<file path="src/hw/rtl/btc_pkg.sv">
`default_nettype none
// ----------------------------------------------------------------------------
// btc_pkg
// Shared codes, character constants and helpers for the bracket token checker.
// ----------------------------------------------------------------------------
package btc_pkg;

  // verdict codes
  typedef enum logic [1:0] {
    VERDICT_OK      = 2'd0,
    VERDICT_FRAMING = 2'd1,
    VERDICT_INVALID = 2'd2
  } verdict_t;

  // content buffer sizing
  localparam int unsigned CONTENT_DEPTH = 5;
  localparam int unsigned COUNT_W       = 3;
  localparam logic [COUNT_W-1:0] COUNT_DEPTH = COUNT_W'(CONTENT_DEPTH);
  localparam logic [COUNT_W-1:0] COUNT_SAT   = COUNT_W'(6);
  localparam logic [COUNT_W-1:0] COUNT_ONE   = COUNT_W'(1);
  localparam logic [COUNT_W-1:0] COUNT_WORD3 = COUNT_W'(3);

  // framing characters
  localparam logic [7:0] CHAR_OPEN  = "<";
  localparam logic [7:0] CHAR_CLOSE = ">";

  // keyword patterns, lower case
  localparam logic [23:0] WORD_LOG   = "log";
  localparam logic [23:0] WORD_SEN   = "sen";
  localparam logic [23:0] WORD_COS   = "cos";
  localparam logic [39:0] WORD_ENTER = "enter";

  // upper case letters map to lower case
  function automatic logic [7:0] fold_case(input logic [7:0] c);
    if (c >= "A" && c <= "Z") begin
      return c + 8'd32;
    end
    return c;
  endfunction

  // characters that form a valid one-character token
  function automatic logic is_single_ok(input logic [7:0] c);
    return (c >= "0" && c <= "9") || c == "E" || c == "e" || c == "." ||
           c == "+" || c == "-" || c == "*" || c == "/" || c == "^" ||
           c == "(" || c == ")";
  endfunction

endpackage
`default_nettype wire

</file>
<file path="src/hw/rtl/bracket_token_checker_top.sv">
`default_nettype none
// ----------------------------------------------------------------------------
// bracket_token_checker_top
// The verdict beat is registered and valid in the cycle after the beat marked last.
// Throughput: one character per cycle while in_ready is high; state updates in a single pass.
// The output register frees in the cycle it is taken, so input keeps flowing.
// Reset: synchronous rst clears token state, error and output valid.
// ----------------------------------------------------------------------------
module bracket_token_checker_top
  import btc_pkg::*;
(
  input  wire logic       clk,
  input  wire logic       rst,
  input  wire logic       in_valid,
  output logic            in_ready,
  input  wire logic [7:0] char_code,
  input  wire logic       is_last,
  output logic            out_valid,
  input  wire logic       out_ready,
  output logic [1:0]      verdict
);

  // token state
  logic               inside_token, inside_token_next;
  logic [COUNT_W-1:0] content_count, content_count_next;
  logic [7:0]         content_chars [CONTENT_DEPTH];
  verdict_t           first_error, first_error_next;
  verdict_t           verdict_reg, verdict_now;
  logic               store_en;
  logic               content_ok;
  logic               in_beat;
  logic [7:0]         f0, f1, f2, f3, f4;

  assign in_ready = !out_valid || out_ready;
  assign in_beat  = in_valid && in_ready;
  assign verdict  = verdict_reg;

  // content check on the buffered characters
  always_comb begin
    f0 = fold_case(content_chars[0]);
    f1 = fold_case(content_chars[1]);
    f2 = fold_case(content_chars[2]);
    f3 = fold_case(content_chars[3]);
    f4 = fold_case(content_chars[4]);
    content_ok = 1'b0;
    if (content_count == COUNT_ONE) begin
      content_ok = is_single_ok(content_chars[0]);
    end else if (content_count == COUNT_WORD3) begin
      content_ok = ({f0, f1, f2} == WORD_LOG) || ({f0, f1, f2} == WORD_SEN) ||
                   ({f0, f1, f2} == WORD_COS);
    end else if (content_count == COUNT_DEPTH) begin
      content_ok = ({f0, f1, f2, f3, f4} == WORD_ENTER);
    end
  end

  // next state for one character
  always_comb begin
    inside_token_next  = inside_token;
    content_count_next = content_count;
    first_error_next   = first_error;
    store_en           = 1'b0;
    if (first_error == VERDICT_OK) begin
      if (!inside_token) begin
        if (char_code == CHAR_OPEN) begin
          inside_token_next  = 1'b1;
          content_count_next = '0;
        end else begin
          first_error_next = VERDICT_FRAMING;
        end
      end else if (char_code == CHAR_CLOSE) begin
        inside_token_next  = 1'b0;
        content_count_next = '0;
        if (!content_ok) begin
          first_error_next = VERDICT_INVALID;
        end
      end else begin
        store_en = (content_count < COUNT_DEPTH);
        if (content_count < COUNT_SAT) begin
          content_count_next = content_count + COUNT_ONE;
        end
      end
    end
    // an open token at the end is a framing error
    verdict_now = first_error_next;
    if (first_error_next == VERDICT_OK && inside_token_next) begin
      verdict_now = VERDICT_FRAMING;
    end
  end

  // control state, restarts after every verdict
  always_ff @(posedge clk) begin
    if (rst) begin
      inside_token  <= 1'b0;
      content_count <= '0;
      first_error   <= VERDICT_OK;
    end else if (in_beat) begin
      if (is_last) begin
        inside_token  <= 1'b0;
        content_count <= '0;
        first_error   <= VERDICT_OK;
      end else begin
        inside_token  <= inside_token_next;
        content_count <= content_count_next;
        first_error   <= first_error_next;
      end
    end
  end

  // content buffer, no reset needed
  always_ff @(posedge clk) begin
    if (in_beat && store_en) begin
      content_chars[content_count] <= char_code;
    end
  end

  // verdict output register
  always_ff @(posedge clk) begin
    if (rst) begin
      out_valid <= 1'b0;
    end else if (in_beat && is_last) begin
      out_valid <= 1'b1;
    end else if (out_ready) begin
      out_valid <= 1'b0;
    end
  end

  always_ff @(posedge clk) begin
    if (in_beat && is_last) begin
      verdict_reg <= verdict_now;
    end
  end

endmodule
`default_nettype wire

</file>
<file path="config.mk">
export PLATFORM = sky130hd
export DESIGN_NAME = bracket_token_checker_top
export DESIGN_NICKNAME = d
export VERILOG_FILES = /design/src/hw/rtl/btc_pkg.sv /design/src/hw/rtl/bracket_token_checker_top.sv
export SDC_FILE = /design/constraint.sdc
export NUM_CORES = 1
export LEC_CHECK = 0
export ABC_CLOCK_PERIOD_IN_PS = 2100
export CORE_MARGIN = 4
export CORE_UTILIZATION = 50
export DETAILED_ROUTE_END_ITERATION = 8
export DONT_BUFFER_PORTS = 1
export PLACE_DENSITY = 0.78
export SLEW_MARGIN = 0
export SYNTH_ARGS = -nofsm -noshare
export SYNTH_HDL_FRONTEND = slang
export SYNTH_SLANG_ARGS = --single-unit
</file>
<file path="constraint.sdc">
create_clock -name clk -period 2.1 [get_ports clk]
set_input_delay 0.105 -clock clk [delete_from_list [all_inputs] [get_ports clk]]
set_output_delay 0.105 -clock clk [all_outputs]
set_load 0.02 [all_outputs]
</file>
==> qor.yml, run 1 <==
setup_path:
  critPathCaptureType: "flop"
  start_kind: "flop"
  crit_fanout: 5
  r2r_cells: 8
  arrival_ns: 2.36
  cp.required_ns: 2.30
  critical_path_class: "flop to flop"
  cp-startpoint: "content_count[1]$_SDFFE_PP0P_"
  r2r_slack_ns: -0.06
  worstReg2RegStart: "content_count[1]$_SDFFE_PP0P_"
  reg2reg_to: "first_error[1]$_SDFFE_PP0P_"
sta:
  rsz0062_at_grt: "yes"
  finClkSkew_ns: 0.00779
  setup_ws_ns: -0.0607
  drv_slew: 0
  fmax_mhz: 463
  fin_crit_sh_pct: 103
  maxSlewHeadroom_pct: 61.0
  finalHoldViolations: 0
  setup_viol: 2
  fin_crit_ns: 2.16
  tightestPinTransition_ns: 0.579
clock_tree:
  cts_tree: "done"
  insertion_delay_ns: 0.31
  clkSinkCount: 49
  cts_root_buf: "clkbuf_8"
  numCtsBuffers: 5
  clk_pin_slew_ns: 0.09
  clock_path_buffers: 2
  htreeDepth: 2
global_route:
  grt_max_degree: 18
  grt_pass1_vias: 1709
  antenna_found_initial: 0
  grt_overflow_total: 0
  grt_pass1_wl_um: 8830
  gr-usage-all-layers_pct: 21.8
detailed_routing:
  first_pass_iters: 4
  vias_per_cell: 6.41
  routed_wl_um: 5600
  ant_nets: 0
  drc: 0
  via_count: 1673
  drtIter0Drc: 172
  wire_per_inst_um: 21.4
layout:
  top_register: "content_chars"
  top_regs: "content_chars x40, content_count x3"
  multiInputGateArea_um2: 868
  area_growth_pct: 21.4
  postLayoutCoreUtil_pct: 62.7
  drive_above_1_share_pct: 17.2
  nFillCells: 319
  register_area_um2: 1410
  fin_nets: 230
  largest_register_ffs: 40
  antenna_cells: 0
die:
  io_pins: 17
  dieArea_um2: 5600
  initial_core_util_pct: 51.6
  num_rows: 24
  chipHeight_um: 74.8
  design.core.area_um2: 4320
  die_x_um: 74.8
logic_synthesis:
  ys_ff_latch: 49
  yosys-top-cells-count: "edfxtp_1 (42), a21oi_1 (13), inv_1 (10)"
  yosys.area.top_type: "edfxtp_1"
  syn-num-nets: 198
  syn_inst: 176
  async_flop_share_pct: 0
  synth_area_leaders: "edfxtp_1 (56%), dfxtp_1 (6.3%), ha_1 (5.0%)"
  yosysWarnings: 0
  avgSynthCellArea_um2: 12.7
  yosysMostFrequentCell: "edfxtp_1"
  synth_edf_count: 42
  synth_area_um2: 2230
  netlist.area_leader.share_pct: 56.5
  ys_seq_area_share_pct: 62.7
  ys.flop_type: "edfxtp_1"
  synth_cell_types: 41
placement:
  port_buffers: 0
  place.gp.congestion: 0.941
  hpwl_um: 3610
pwr:
  power_density_nw_per_um2: 666
  power_w: 0.00181
  ir_worst_vdd_mv: 0.741
  p_leak_nw: 0.890
job:
  cap_viol_max_count: 0
worst_hold_path:
  worstHoldStart: "in_valid"
  hold_depth: 2
  hold_end: "first_error[1]$_SDFFE_PP0P_"
  min_path_type: "input port to flop"
status:
  status: "complete, but fails checks"
  violations: "negative setup slack"
## report_power, final
group / internal (W) / total [W] / switching [W]
Clock: 0.000365 / 0.000691 / 0.000326
Combinational: 0.0000241 / 0.0000559 / 0.0000318
Sequential: 0.00106 / 0.00106 / 0.00000473
Total: 0.00144 / 0.00181 / 0.000363
## timing repair
action                                 4_1_cts  5_1_grt
pin swaps                                    1        4
hold buffers                                10        0
resized for setup                            4       13
endpoints found under the hold margin       46        0
setup buffers                                0        0
setup endpoints to repair                    2       10
## kinds of logic (layout without fill, tap and decap cells)
kind of cell	Yosys count	count (layout)	share of synthesized area, %
simple gates	74	74	20.9
flops	49	49	62.7
compound gates	32	32	9.08
buf+inv	11	44	1.85
fa+ha+maj	9	9	5.04
xor+xnor	1	1	0.392
## cells in the final DEF (no fill, tap or decap), drive strengths merged, types with 4 or more instances in the layout
cell type	n
clkbuf	5
nor4	6
a21oi	13
nand3	8
dlygate4sd3	10
dfxtp	7
edfxtp	42
nor4b	6
nand3b	5
o21ai	4
ha	9
inv	12
nor3	5
nand2	7
buf	15
nor2b	5
nand4	4
nor2	9
## worst max-delay path, cell delays in order (launching register included)
cell and delay (ns):
dfxtp_4 0.38, ha_4 0.17, ha_4 0.16, or4_4 0.42, nor4_4 0.26, a21oi_2 0.12, nor4b_4 0.34, buf_4 0.17
nor4b_2 0.04
## worst max-delay path by stage
stage                                               end  cells after the start
final                       first_error[1]$_SDFFE_PP0P_                      8
after global routing        first_error[1]$_SDFFE_PP0P_                      8
after CTS                   first_error[1]$_SDFFE_PP0P_                      8
after detailed placement       verdict[1]$_SDFFCE_PP0P_                      7
after global placement         verdict[1]$_SDFFCE_PP0P_                      7
after floorplan           content_chars[0][0]$_DFFE_PP_                      6
## area by class of cell
class / count / share of cell area [%]
Clock buffer: 5 / 2.54
Clock inverter: 3 / 1.85
Inverter: 11 / 1.52
Multi-Input combinational cell: 116 / 32.0
Sequential cell: 49 / 51.8
Tap cell: 52 / 2.40
Timing Repair Buffer: 25 / 7.84
## stage by stage
| step | cell area [um2] | TNS [ns] | hold slack [ns] | worst slack [ns] | instances |
|---|---|---|---|---|---|
| floorplan | 2230 | -4.74 | 0.174 | -0.148 | 176 |
| global placement | 2410 | 0 | 0.177 | 0.0367 | 243 |
| detailed placement | 2410 | -0.0642 | 0.178 | -0.0337 | 243 |
| CTS | 2650 | 0 | 0.0152 | 0.00861 | 261 |
| global route | 2710 | -0.327 | 0.0678 | -0.170 | 261 |
| finish | 2710 | -0.111 | 0.0673 | -0.0607 | 261 |
## per-layer routing
metal / up-vias / routed length (um) / GRT usage [%] / part of all wire, %
met3: 19 / 472 / 4.94 / 8.4
met1: 789 / 2090 / 26.6 / 37
met4: 0 / 222 / 9.09 / 4.0
met5: - / 0 / 0 / 0
met2: 103 / 2810 / 37.3 / 50
li1: 762 / - / - / -
(Power assumes the default switching activity.)
==> run 2, diff against run 1 <==
--- a/config.mk
+++ b/config.mk
@@ -5,13 +5,14 @@
 export SDC_FILE = /design/constraint.sdc
 export NUM_CORES = 1
 export LEC_CHECK = 0
-export ABC_CLOCK_PERIOD_IN_PS = 2100
+export ABC_CLOCK_PERIOD_IN_PS = 2300
 export CORE_MARGIN = 4
 export CORE_UTILIZATION = 50
 export DETAILED_ROUTE_END_ITERATION = 8
 export DONT_BUFFER_PORTS = 1
-export PLACE_DENSITY = 0.78
+export PLACE_DENSITY = 0.75
 export SLEW_MARGIN = 0
 export SYNTH_ARGS = -nofsm -noshare
 export SYNTH_HDL_FRONTEND = slang
 export SYNTH_SLANG_ARGS = --single-unit
+export TNS_END_PERCENT = 20
==> constraint.sdc (replaced) <==
create_clock -name clk -period 2.3 [get_ports clk]
set_input_delay 0.115 -clock clk [delete_from_list [all_inputs] [get_ports clk]]
set_output_delay 0.115 -clock clk [all_outputs]
set_load 0.02 [all_outputs]
==> qor.yml, run 2 (synthesized netlist as in run 1, its figures left out) <==
sta:
  fmax_mhz: 471  # +1.7%
  fin_crit_sh_pct: 92.3  # -11 points
  tightestPinTransition_ns: 0.551  # -0.0285 ns
  maxSlewHeadroom_pct: 62.9  # +1.9 points
  fin_crit_ns: 2.12  # -0.0366 ns
  tns_ns: 0  # +0.111 ns
  setup_viol: 0  # -2
  finClkSkew_ns: 0.00468  # -0.00310 ns
  drv_slew: 0  # unchanged
  finalHoldViolations: 0  # unchanged
  rsz0062_at_grt: "no"
layout:
  layout.cells.most_common: "edfxtp_1"
  largest_register_ffs: 40  # unchanged
  final_cells: 253  # -3.1%
  area_growth_pct: 14.9
  final_area_um2: 2570  # -5.4%
  antenna_cells: 0  # unchanged
  top_regs: "content_chars x40, content_count x3"
  fin_nets: 223  # -3.0%
  postLayoutCoreUtil_pct: 59.3  # -3.4 points
  top_register: "content_chars"
  drive_above_1_share_pct: 8.96  # -8.3 points
  final_cell_mix: "edfxtp_1 (42), a21oi_1 (13), inv_1 (10), dlygate4sd3_1 (10)"
die:
  design.core.area_um2: 4320  # unchanged
  dieArea_um2: 5600  # unchanged
  chipHeight_um: 74.8  # unchanged
  io_pins: 17  # unchanged
  num_rows: 24  # unchanged
  die_x_um: 74.8  # unchanged
  initial_core_util_pct: 51.6  # unchanged
clock_tree:
  clk_pin_slew_ns: 0.08  # about the same
  cts_tree: "done"
  post_cts_resized: 0  # -4
  htreeDepth: 2  # unchanged
  insertion_delay_ns: 0.30  # about the same
  clock_path_buffers: 2  # unchanged
  clkSinkCount: 49  # unchanged
  cts_root_buf: "clkbuf_8"
  numCtsBuffers: 5  # unchanged
placement:
  port_buffers: 0  # unchanged
  place.gp.congestion: 0.859  # -8.7%
  placed_area_um2: 2350  # -2.5%
  dpl.cell_count: 235  # -3.3%
  hpwl_um: 3610  # -0.14%
setup_path:
  cp_num_buf_inv: 1  # unchanged
  start_kind: "flop"
  arrival_ns: 2.31  # -0.05 ns
  cp_top_family: "simple AND/OR/NAND/NOR gates"
  crit_fanout: 6  # +1
  critical_path_class: "flop to flop"
  critPathCaptureType: "flop"
  path_cells: "ha_1 > ha_1 > or4_1 > nor4_1 > a21oi_1 > nor4b_2 > buf_4 > nor4b_2"
  cp.required_ns: 2.48  # +0.18 ns
  critPathMaxStageDelay_ns: 0.40  # -0.02 ns
  crit_slowest_cell: "or4_1"
worst_hold_path:
  min_path_type: "input port to flop"
detailed_routing:
  ant_nets: 0  # unchanged
  first_pass_iters: 5  # +1
  wire_per_inst_um: 20.4  # -5.0%
  routed_wl_um: 5160  # -7.9%
  vias_per_cell: 6.34  # -1.2%
  drc: 0  # unchanged
  drtIter0Drc: 115  # -33%
  via_count: 1603  # -4.2%
pwr:
  power_density_nw_per_um2: 626  # -6.1%
  power_w: 0.00161  # -11%
  ir_worst_vdd_mv: 0.612  # -17%
  p_leak_nw: 0.833  # -6.4%
global_route:
  antenna_found_initial: 0  # unchanged
  grtUsageMet1_pct: 24.2  # -2.3 points
  grt_pass1_wl_um: 8440  # -4.5%
  grt_max_degree: 16  # -2
  grt_busiest_layer: "met2"
  grt_pass1_vias: 1711  # +0.12%
  met2_usage_pct: 35.2  # -2.1 points
  grt_overflow_total: 0  # unchanged
  met3_usage_pct: 5.07  # +0.13 points
  gr-usage-all-layers_pct: 20.7  # -1.1 points
job:
  cap_viol_max_count: 0  # unchanged
status:
  status: "finished clean"
==> run 2: changes by cell type in the layout (fill, tap and decap cells not counted), moves of 2 or more <==
| cell | before | now |
|---|---|---|
| ha_4 | 2 | 0 |
| nor4_1 | 4 | 6 |
| buf_4 | 15 | 8 |
| ha_1 | 7 | 9 |
==> run 2: repair_timing <==
item	4_1_cts	5_1_grt
endpoints found under the setup margin	0	1
endpoints found under the hold margin	46	0
hold buffers	10	0
buffers inserted	0	1
==> run 2: final cells by class <==
cell class,count,area [um2]
Timing Repair Buffer,18,160
Clock buffer,5,68.8
Inverter,11,41.3
Sequential cell,49,1400
Fill cell,355,1760
Multi-Input combinational cell,116,791
Clock inverter,2,38.8
Tap cell,52,65.1
==> run 2: worst reg2reg max path: cells and delay by family (launching register included) <==
family,cells,cell delay [ns]
AOI/OAI and AO/OA,1,0.13
DFF,1,0.37
buffers and inverters,1,0.18
adders and majority gates,2,0.41
and+or+nand+nor,4,0.92
==> run 2: path summary, 6_finish.rpt <==
check                                 from                            end  slack [ns]  cells past startpoint
min reg2reg  content_count[1]$_SDFFE_PP0P_  content_count[1]$_SDFFE_PP0P_        0.57                      2
max          content_count[1]$_SDFFE_PP0P_    first_error[1]$_SDFFE_PP0P_        0.18                      8
max reg2reg  content_count[1]$_SDFFE_PP0P_    first_error[1]$_SDFFE_PP0P_        0.18                      8
min                               in_valid    first_error[1]$_SDFFE_PP0P_        0.11                      2
==> run 2: layer usage <==
metal  vias up  wire [um]  part of all wire [%]
met4         0        147                   2.9
met2        72       2730                    53
met1       768       1940                    38
li1        748          -                     -
met5         -          0                     0
met3        15        343                   6.7
==> run 2: through the flow <==
step / hold slack, ns / setup slack (ns)
5_1_grt: 0.133 / 0.0472
3_3_place_gp: 0.186 / 0.171
2_1_floorplan: 0.184 / 0.0519
4_1_cts: 0.103 / 0.0272
6_report: 0.109 / 0.176
3_5_place_dp: 0.188 / 0.126
==> run 2: where the power goes <==
part           leakage [nW]  internal (W)  switching (W)  total (W)
Combinational         0.346     0.0000178      0.0000268  0.0000445
Sequential            0.432      0.000964     0.00000519   0.000970
Clock                0.0546      0.000322       0.000269   0.000591
Total                 0.833       0.00130       0.000301    0.00161
